==> config.mk <==
export PLATFORM = sky130hd
export DESIGN_NAME = rs485_frame_receiver_flat
export DESIGN_NICKNAME = d
export VERILOG_FILES = /design/src/rtl/rfr_pkg.sv /design/src/rtl/rfr_in_if.sv /design/src/rtl/rfr_out_if.sv /design/src/rtl/rs485_frame_receiver.sv /design/src/flat_wrapper.sv
export VERILOG_INCLUDE_DIRS = /design/src /design/src/rtl
export SDC_FILE = /design/constraint.sdc
export NUM_CORES = 1
export LEC_CHECK = 0
export BUFFER_PORTS_ARGS = -buffer_cell sky130_fd_sc_hd__buf_2
export CAP_MARGIN = 20
export CORE_MARGIN = 3
export CORE_UTILIZATION = 52
export CTS_BUF_LIST = sky130_fd_sc_hd__clkbuf_16
export DETAILED_ROUTE_END_ITERATION = 10
export HOLD_SLACK_MARGIN = 0.12
export PLACE_DENSITY = 0.72
export SYNTH_ARGS = -nofsm -noshare
export SYNTH_HDL_FRONTEND = slang
export SYNTH_SLANG_ARGS = --single-unit
==> constraint.sdc <==
create_clock -name clk -period 3.4 [get_ports clk]
set_clock_uncertainty 0.05 [all_clocks]
set_input_delay 0.17 -clock clk [delete_from_list [all_inputs] [get_ports clk]]
set_output_delay 0.17 -clock clk [all_outputs]
set_load 0.01 [all_outputs]
==> src/rtl/assert_macros.svh <==
// Assertion macros shared by the RTL files that carry checks.
`ifndef ASSERT_MACROS_SVH
`define ASSERT_MACROS_SVH

// The consequent must hold in the same cycle as the antecedent.
`define ASSERT_SAME(label, clk, rst, pre, post) \
  label: assert property (@(posedge clk) disable iff (rst) (pre) |-> (post)) \
    else $error("assertion failed");

// The consequent must hold in the cycle after the antecedent.
`define ASSERT_NEXT(label, clk, rst, pre, post) \
  label: assert property (@(posedge clk) disable iff (rst) (pre) |=> (post)) \
    else $error("assertion failed");

`endif

==> src/rtl/rfr_pkg.sv <==
// Types and constants of the frame receiver.
package rfr_pkg;

  localparam int BUF_DEPTH = 256;
  localparam int CNT_W     = $clog2(BUF_DEPTH) + 1;
  localparam int CMP_W     = 10;
  localparam int HDR_LEN   = 6;

  localparam logic [7:0] HDR0     = 8'h00;
  localparam logic [7:0] HDR1     = 8'hD7;
  localparam logic [7:0] HDR2     = 8'h29;
  localparam logic [7:0] POLY     = 8'h3C;
  localparam logic [7:0] STUFF    = 8'h00;
  localparam logic [3:0] ADDR_DEF = 4'h1;

  localparam logic [2:0] POS_HDR0 = 3'd0;
  localparam logic [2:0] POS_HDR1 = 3'd1;
  localparam logic [2:0] POS_HDR2 = 3'd2;
  localparam logic [2:0] POS_ADDR = 3'd3;
  localparam logic [2:0] POS_LEN  = 3'd5;

  typedef enum logic [3:0] {
    ST_HDR_OK      = 4'd0,
    ST_STORED      = 4'd1,
    ST_STUFF_DROP  = 4'd2,
    ST_FRAME_GOOD  = 4'd3,
    ST_CHECK_BAD   = 4'd4,
    ST_HDR_REJECT  = 4'd5,
    ST_ADDR_REJECT = 4'd6,
    ST_OVERFLOW    = 4'd7,
    ST_RESTARTED   = 4'd8
  } status_t;

endpackage

==> src/rtl/rfr_in_if.sv <==
// Input channel of the frame receiver: received bytes and restart requests.
interface rfr_in_if;
  logic       valid;
  logic       ready;
  logic       mode;
  logic [7:0] rx_byte;

  modport source (output valid, output mode, output rx_byte, input ready);
  modport sink (input valid, input mode, input rx_byte, output ready);
endinterface

==> src/rtl/rfr_out_if.sv <==
// Output channel of the frame receiver: one status record per received item.
interface rfr_out_if;
  logic            valid;
  logic            ready;
  rfr_pkg::status_t status;
  logic [7:0]      stored_byte;
  logic [7:0]      byte_index;
  logic [7:0]      length_field;
  logic            frame_end;

  modport source (output valid, output status, output stored_byte, output byte_index,
                  output length_field, output frame_end, input ready);
  modport sink (input valid, input status, input stored_byte, input byte_index,
                input length_field, input frame_end, output ready);
endinterface

==> src/rtl/rs485_frame_receiver.sv <==
// Frame receiver: checks header and address, removes stuffing, checks the checksum.
// The result of an item is registered and presented in the cycle after the item is taken.
// Throughput: one item per cycle; the single output register is the only stage,
// and a new item is taken whenever that register is empty or being emptied.
// Reset (synchronous, active high) empties the output register, clears the frame
// state and sets the device address to one.
`include "assert_macros.svh"

module rs485_frame_receiver (
  input  logic      clk,
  input  logic      rst,
  input  logic      cfg_write,
  input  logic [3:0] cfg_data,
  rfr_in_if.sink    in_ch,
  rfr_out_if.source out_ch
);
  import rfr_pkg::*;

  logic [3:0]       device_address;
  logic [CNT_W-1:0] byte_count;
  logic [7:0]       frame_length;
  logic             stuff_pending;
  logic [7:0]       check_accum;
  logic [7:0]       held_byte;

  logic [CNT_W-1:0] byte_count_next;
  logic [7:0]       frame_length_next;
  logic             stuff_pending_next;
  logic [7:0]       check_accum_next;
  logic [7:0]       held_byte_next;

  status_t    res_status;
  logic [7:0] res_byte;
  logic [7:0] res_index;
  logic       in_fire;
  logic [7:0] store_accum;
  logic [2:0] pos;

  function automatic logic [7:0] fold(input logic [7:0] acc, input logic [7:0] b);
    logic [7:0] c;
    c = acc ^ b;
    c = {c[0], c[7:1]};
    if (c[7]) begin
      c = c ^ POLY;
    end
    return c;
  endfunction

  assign in_ch.ready = !out_ch.valid || out_ch.ready;
  assign in_fire     = in_ch.valid && in_ch.ready;
  assign pos         = 3'(byte_count);

  // The checksum never includes the newest stored byte, so it lags by one byte.
  assign store_accum = (byte_count != '0) ? fold(check_accum, held_byte) : check_accum;

  always_comb begin
    logic do_store;
    logic do_drop;
    logic bad_hdr;
    do_store           = 1'b0;
    do_drop            = 1'b0;
    byte_count_next    = byte_count;
    frame_length_next  = frame_length;
    stuff_pending_next = stuff_pending;
    check_accum_next   = check_accum;
    held_byte_next     = held_byte;
    res_status         = ST_RESTARTED;
    res_byte           = '0;
    res_index          = '0;
    bad_hdr = (pos == POS_HDR0 && in_ch.rx_byte != HDR0) ||
              (pos == POS_HDR1 && in_ch.rx_byte != HDR1) ||
              (pos == POS_HDR2 && in_ch.rx_byte != HDR2);

    if (in_ch.mode) begin
      res_status = ST_RESTARTED;
      do_drop    = 1'b1;
    end else if (byte_count < CNT_W'(HDR_LEN)) begin
      if (bad_hdr) begin
        res_status = ST_HDR_REJECT;
        do_drop    = 1'b1;
      end else if (pos == POS_ADDR && in_ch.rx_byte != {4'h0, device_address}) begin
        res_status = ST_ADDR_REJECT;
        do_drop    = 1'b1;
      end else begin
        do_store = 1'b1;
        if (pos == POS_HDR0) begin
          stuff_pending_next = 1'b0;
        end
        if (pos == POS_LEN) begin
          frame_length_next = in_ch.rx_byte;
        end
        res_status = ST_HDR_OK;
        res_byte   = in_ch.rx_byte;
        res_index  = 8'(byte_count);
      end
    end else if (in_ch.rx_byte == STUFF && stuff_pending) begin
      stuff_pending_next = 1'b0;
      res_status         = ST_STUFF_DROP;
    end else if (byte_count >= CNT_W'(BUF_DEPTH)) begin
      res_status = ST_OVERFLOW;
      do_drop    = 1'b1;
    end else begin
      stuff_pending_next = (in_ch.rx_byte == HDR1);
      do_store           = 1'b1;
      res_byte           = in_ch.rx_byte;
      res_index          = 8'(byte_count);
      if (CMP_W'(byte_count) + CMP_W'(1) >= CMP_W'(frame_length) + CMP_W'(HDR_LEN)) begin
        res_status = (store_accum == in_ch.rx_byte) ? ST_FRAME_GOOD : ST_CHECK_BAD;
        do_drop    = 1'b1;
      end else begin
        res_status = ST_STORED;
      end
    end

    if (do_store) begin
      check_accum_next = store_accum;
      held_byte_next   = in_ch.rx_byte;
      byte_count_next  = byte_count + CNT_W'(1);
    end
    if (do_drop) begin
      byte_count_next    = '0;
      stuff_pending_next = 1'b0;
      check_accum_next   = '0;
      held_byte_next     = '0;
    end
  end

  always_ff @(posedge clk) begin
    if (rst) begin
      device_address <= ADDR_DEF;
    end else if (cfg_write) begin
      device_address <= (cfg_data == 4'h0) ? ADDR_DEF : cfg_data;
    end
  end

  always_ff @(posedge clk) begin
    if (rst) begin
      byte_count    <= '0;
      frame_length  <= '0;
      stuff_pending <= 1'b0;
      check_accum   <= '0;
      held_byte     <= '0;
    end else if (in_fire) begin
      byte_count    <= byte_count_next;
      frame_length  <= frame_length_next;
      stuff_pending <= stuff_pending_next;
      check_accum   <= check_accum_next;
      held_byte     <= held_byte_next;
    end
  end

  always_ff @(posedge clk) begin
    if (rst) begin
      out_ch.valid <= 1'b0;
    end else if (in_fire) begin
      out_ch.valid <= 1'b1;
    end else if (out_ch.ready) begin
      out_ch.valid <= 1'b0;
    end
  end

  always_ff @(posedge clk) begin
    if (in_fire) begin
      out_ch.status       <= res_status;
      out_ch.stored_byte  <= res_byte;
      out_ch.byte_index   <= res_index;
      out_ch.length_field <= frame_length_next;
      out_ch.frame_end    <= (res_status >= ST_FRAME_GOOD);
    end
  end

  // A restart always empties the frame and reports itself in the next cycle.
  `ASSERT_NEXT(a_restart_drops, clk, rst, in_fire && in_ch.mode, out_ch.valid && out_ch.status == ST_RESTARTED && byte_count == '0)
  // The fill count never runs past the buffer.
  `ASSERT_SAME(a_count_bound, clk, rst, 1'b1, byte_count <= CNT_W'(BUF_DEPTH))
  // Stuffing can only be pending once a data byte has followed the header.
  `ASSERT_SAME(a_stuff_in_data, clk, rst, stuff_pending, byte_count > CNT_W'(HDR_LEN))
  // Data bytes are only ever stored after the six header positions.
  `ASSERT_SAME(a_data_index, clk, rst, out_ch.valid && out_ch.status == ST_STORED, out_ch.byte_index >= 8'(HDR_LEN))

endmodule

==> src/flat_wrapper.sv <==
// flat-port wrapper written by rule: the top's interface ports become plain ports
module rs485_frame_receiver_flat import rfr_pkg::*;
  (clk, rst, cfg_write, cfg_data, in_ch_valid, in_ch_mode, in_ch_rx_byte, in_ch_ready, out_ch_valid, out_ch_status, out_ch_stored_byte, out_ch_byte_index, out_ch_length_field, out_ch_frame_end, out_ch_ready);
  rfr_in_if in_ch_i ();
  rfr_out_if out_ch_i ();
  input  logic clk;
  input  logic rst;
  input  logic cfg_write;
  input  logic [3:0] cfg_data;
  input wire logic [$bits(in_ch_i.valid)-1:0] in_ch_valid;
  input wire logic [$bits(in_ch_i.mode)-1:0] in_ch_mode;
  input wire logic [$bits(in_ch_i.rx_byte)-1:0] in_ch_rx_byte;
  output wire logic [$bits(in_ch_i.ready)-1:0] in_ch_ready;
  output wire logic [$bits(out_ch_i.valid)-1:0] out_ch_valid;
  output wire logic [$bits(out_ch_i.status)-1:0] out_ch_status;
  output wire logic [$bits(out_ch_i.stored_byte)-1:0] out_ch_stored_byte;
  output wire logic [$bits(out_ch_i.byte_index)-1:0] out_ch_byte_index;
  output wire logic [$bits(out_ch_i.length_field)-1:0] out_ch_length_field;
  output wire logic [$bits(out_ch_i.frame_end)-1:0] out_ch_frame_end;
  input wire logic [$bits(out_ch_i.ready)-1:0] out_ch_ready;
  assign in_ch_i.valid = in_ch_valid;
  assign in_ch_i.mode = in_ch_mode;
  assign in_ch_i.rx_byte = in_ch_rx_byte;
  assign in_ch_ready = in_ch_i.ready;
  assign out_ch_valid = out_ch_i.valid;
  assign out_ch_status = out_ch_i.status;
  assign out_ch_stored_byte = out_ch_i.stored_byte;
  assign out_ch_byte_index = out_ch_i.byte_index;
  assign out_ch_length_field = out_ch_i.length_field;
  assign out_ch_frame_end = out_ch_i.frame_end;
  assign out_ch_i.ready = out_ch_ready;
  rs485_frame_receiver u_core (.clk(clk), .rst(rst), .cfg_write(cfg_write), .cfg_data(cfg_data), .in_ch(in_ch_i), .out_ch(out_ch_i));
endmodule
# After elaboration in Yosys (flattened, before gate mapping)
# Index checks and enable logic that the tools add are counted.
# word_totals
reg_bits,68
elab_cells,109
out_inout_bits,31
# classes
bitwise,2
n_reduce_logical,19
n_lt_le_gt_ge,4
mux,55
add_sub_neg,3
n_eq_ne,14
# ops
cell,n
8-bit two-way mux,21
4-bit two-way mux,7
1-bit two-way mux,23
9-bit two-way mux,2
9-bit by 1-bit adder with 10-bit output (second input constant),1
10-bit >= comparator,1
8-bit by 3-bit adder with 9-bit output (second input constant),1
9-bit by 1-bit adder with 9-bit output (second input constant),1
9-bit >= comparator (second input constant),1
9-bit by 3-bit less-than comparator with 1-bit output (second input constant),1
9-bit nonzero test,1
8-bit equality test,1
8-bit equality test (second input constant),1
8-bit logical NOT,1
8-bit by 4-bit != test with 1-bit output,1
8-bit by 6-bit != test with 1-bit output (second input constant),1
8-bit != test (second input constant),1
8-bit nonzero test,1
8-bit XOR,1
3-bit by 2-bit equality test with 1-bit output (second input constant),2
1-bit logical AND,6
3-bit two-way mux,2
3-bit != test (second input constant),2
6-bit AND reduction,1
other kinds (13),16

# Longest topological paths before layout
# logic_depth
ltp_word,12
mapped_depth,14
depth_no_buf,12

# Worst setup path after synthesis
# OpenSTA, ideal clock, no wires.
# synth_path
kind,register to register
from,register u_core.byte_count[2]
to,register u_core.check_accum[3]
path_stages_with_launch,15
required_ns,3.258
arrival_ns,3.099
n_path_buf,2
slack_ns,0.159
setup_ns,0.092
cell_sequence,dfxtp_1 clkbuf_1 and3_1 nand3_1 nor2_1 xor2_1 ha_1 a21o_1 a21oi_1 o21ai_0 a2111oi_0 o21ai_2 or4_4 buf_6 o32ai_1
# synth_via
elab_chain_cells,9
# synth_lines
element,line,source
start: declaration,rs485_frame_receiver.sv:20,logic [CNT_W-1:0] byte_count;
start signal: assignment,rs485_frame_receiver.sv:144,byte_count <= byte_count_next;
"9-bit by 1-bit adder with 10-bit output, or another cell as far along",rs485_frame_receiver.sv:107,if (CMP_W'(byte_count) + CMP_W'(1) >= CMP_W'(frame_length) + CMP_W'(HDR_LEN)) begin
"10-bit >= comparator, or another cell as far along",rs485_frame_receiver.sv:107,
1-bit two-way mux or 1-bit logical OR (tied branches),"rs485_frame_receiver.sv:107, rs485_frame_receiver.sv:70",
1-bit two-way mux or 1-bit logical OR (tied branches),"rs485_frame_receiver.sv:99, rs485_frame_receiver.sv:71",
1-bit two-way mux (on tied branches),"rs485_frame_receiver.sv:96, rs485_frame_receiver.sv:78",
1-bit two-way mux,rs485_frame_receiver.sv:77,end else if (byte_count < CNT_W'(HDR_LEN)) begin
1-bit two-way mux,rs485_frame_receiver.sv:74,if (in_ch.mode) begin
2-bit nonzero test (no source line),-,
2-bit AND reduction (no source line),-,
end signal: assignment,rs485_frame_receiver.sv:147,check_accum <= check_accum_next;
end: declaration,rs485_frame_receiver.sv:23,logic [7:0] check_accum;
# Several ways; a longest one is shown, not always the timed one. The select of a mux whose other input is x is not followed.
# A chain may end at the register's enable or synchronous reset.

# Final worst setup path
# layout_path
from,register u_core.byte_count[0]
to,register u_core.check_accum[6]
# Same word-level chain as after synthesis.

==> flow_summary.ini <==
[global_routing]
use_met1_pct = 32.2
grt_pass1_vias = 2816
grt_use_met3_pct = 3.67
gr-usage-met2_pct = 33.7
grt_overflow = 0
grt_usage_pct = 22.4
grt-busiest-layer = met2
antenna_found_initial = 0
grt_max_degree = 29
grt_pass1_wl_mm = 14.5

[cells_and_area]
design_area_sq_um = 4440
syn_to_final_growth_pct = 21.0
n_antenna_cell = 0
nets = 451
final_cells = 516
nFillCells = 546
final_layout_size_suffix_gt1_share_pct = 26.2

[floorplan]
die_w_um = 90.0
die_area_sq_um = 8110
ios = 49
core_sq_um = 6600
fp.dieH_um = 90.0
start_util_pct = 55.6
row_count = 29

[sta]
period_share_pct = 94.1
min_period_ns = 3.20
whs_ns = 0.129
slew_headroom_pct = 52.8
max_clock_freq_mhz = 312
tightest_slew_ns = 0.705
setup_viol = 0
hold_viol_final = 0
drv_slew = 0

[logic_synthesis]
synthesis.area_sq_um = 3670
ys_seq_area_share_pct = 45.0
netlist_instances = 359
syn_nets = 392
synth-seq-cells = 68
synth_flop_cell = dfxtp_1
avgSynthCellArea_sq_um = 10.2
ys_warn_count = 0
async_flop_share_pct = 0
synth_common_cells = dfxtp_1 (39), nor2_1 (31), edfxtp_1 (29)
yosysTopAreaCell = edfxtp_1
ys_types = 60
synth.most_common_cell = dfxtp_1
synth-edff-count = 29
yosys-top-cells-area = edfxtp_1 (24%), dfxtp_1 (21%), ha_1 (5.1%)
synth.top_cell.area_share_pct = 23.7

[setup_path]
path_depth = 12
crit_slowest_cell = or4_4
timing.rr.end = u_core.check_accum[6]
worstPathArrival_ns = 3.38
slowest_delay_ns = 0.49
crit_required_ns = 3.58
crit_family = compound AO/OA/AOI/OAI gates
setup.worst_path.start = u_core.byte_count[0]
crit_end = u_core.check_accum[6]
worst-path-buf-inv = 1
endpoint_kind = flop
worstPathCellList = ha_1, and3_2, xor2_1, ha_1, a21o_1, a21oi_1, o21ai_0, a2111oi_2, buf_4, o21ai_2, or4_4, o32ai_2
r2r-start = u_core.byte_count[0]
crit_path_frequent_cell = ha_1
reg2reg_slack_ns = 0.20
r2r_cells = 12
start_kind = flop
path_class = flop to flop
path_max_fanout = 6

[power_and_ir_drop]
p_leak_uw = 0.00184
power_density_nw_per_um2 = 448
ir_drop_v = 0.000302

[clock_tree]
insertion_delay_ns = 0.33
clk_path_buf_depth = 2
post_cts_buffers = 0
cts_root_buf = clkbuf_16
clock-sinks = 68
cts_buffers = 9
cts.clk_slew.worst_paths_ns = 0.06
htree_num_levels = 3
cts_tree = yes

[place]
dpl.cell_count = 495
hpwl_mm = 6.14
gp_congestion = 0.944
portBuffers = 48
place_area_sq_um = 4050

[routing]
via_per_inst = 5.68
antenna_left = 0
wl_per_cell_um = 17.0
remaining_drc_errors = 0
route.vias.total = 2931
first_iter_violations = 301
dr.pass1.iters = 4
wirelength_mm = 8.79

[hold_path]
hold_class = input port to flop

[run_status]
status = complete, no violations

[job]
max_cap_violations = 0
==> through the flow <==
step | total power [uW] | setup slack, ns | utilization [%] | TNS, ns
after floorplan | 1010 | 0.159 | - | 0
after global placement | 1070 | 0.179 | 61.3 | 0
after detailed placement | 1080 | 0.0678 | 61.3 | 0
after CTS | 2000 | 0.0263 | 66.7 | 0
after global routing | 2060 | -0.0395 | 67.3 | -0.100
final | 1990 | 0.200 | 67.3 | 0
==> what timing repair did <==
item / 4_1_cts / 5_1_grt
gates resized for setup: 0 / 12
endpoints found under the setup margin: 0 / 25
hold buffers: 5 / 0
hold endpoints to repair: 4 / 0
==> cells by family (layout without fill, tap and decap cells) <==
kind of cell             count (synthesis)  in the layout  share of synthesized area, %
XOR/XNOR                                37             37                          9.20
flip-flops                              68             68                          45.0
AND/OR/NAND/NOR                        120            120                          18.3
adder cells (fa/ha/maj)                 15             15                          5.11
multiplexers                            13             13                          3.85
buffers and inverters                   37            101                          4.39
AO/OA/AOI/OAI                           69             69                          14.2
==> registers in the layout, indices dropped and copies added (netlist names) <==
name                        cells
u_core.byte_count               9
u_core.check_accum              8
u_core.device_address           4
u_core.frame_length             8
u_core.held_byte                8
u_core.out_ch.byte_index        8
u_core.out_ch.frame_end         1
u_core.out_ch.length_field      8
u_core.out_ch.status            4
u_core.out_ch.stored_byte       8
u_core.out_ch.valid             1
u_core.stuff_pending            1
==> area by class of cell <==
class | count | area [sq um] | area share (%)
clock buffers | 9 | 225 | 5.07
clock inverters | 7 | 75.1 | 1.69
inverters | 15 | 56.3 | 1.27
multi-input cells | 254 | 1890 | 42.6
flip-flops and latches | 68 | 1660 | 37.4
well taps | 93 | 116 | 2.62
repair buffers | 70 | 418 | 9.41
==> where the power goes <==
part	leakage [uW]	internal (uW)	switching, uW
Combinational	0.00109	68.0	103
Clock	0.000150	570	352
Sequential	0.000606	880	14.2
==> how the worst min path moves through the flow <==
stage,start,end,slack [ns],cells past startpoint
final,cfg_write,u_core.device_address[1],0.13,3
after global routing,cfg_write,u_core.device_address[1],0.14,3
after CTS,cfg_write,u_core.device_address[1],0.12,3
after detailed placement,in_ch_valid,u_core.out_ch.valid,0.37,3
after global placement,in_ch_valid,u_core.out_ch.valid,0.37,3
after floorplan,in_ch_mode,u_core.out_ch.status[3],0.22,0
==> cells in the final DEF, fill, tap and decap left out, drive strengths merged, types with 2 or more instances in the layout <==
cell         count
inv             15
nor2            31
clkbuf           9
or2              3
nand3            8
ha              15
and2             6
nand2b           4
nand2           16
clkinv           6
o21ai            9
a21boi           2
mux2             9
a21oi           14
xnor2           19
or4              5
o32ai            6
a211oi           6
edfxtp          29
xor2            17
dfxtp           39
nand4            2
o21a             2
and3            14
and3b            3
a21o             6
buf             65
mux2i            4
dlygate4sd3      5
nor4b            2
a22o            14
or3              4
nor4             4
nor3            13
==> layer usage <==
layer,wire length [um],share of wire [%]
met4,146,1.7
met2,3840,44
met1,4050,46
met5,0,0
met3,745,8.5
==> worst reg2reg max path: stages (launching register included) <==
cell	delay [ns]
dfxtp_4	0.37
ha_1	0.22
and3_2	0.25
xor2_1	0.15
ha_1	0.31
a21o_1	0.17
a21oi_1	0.17
o21ai_0	0.18
a2111oi_2	0.32
buf_4	0.17
o21ai_2	0.10
or4_4	0.50
o32ai_2	0.16
No activity file was read; power rests on OpenSTA's default activity.
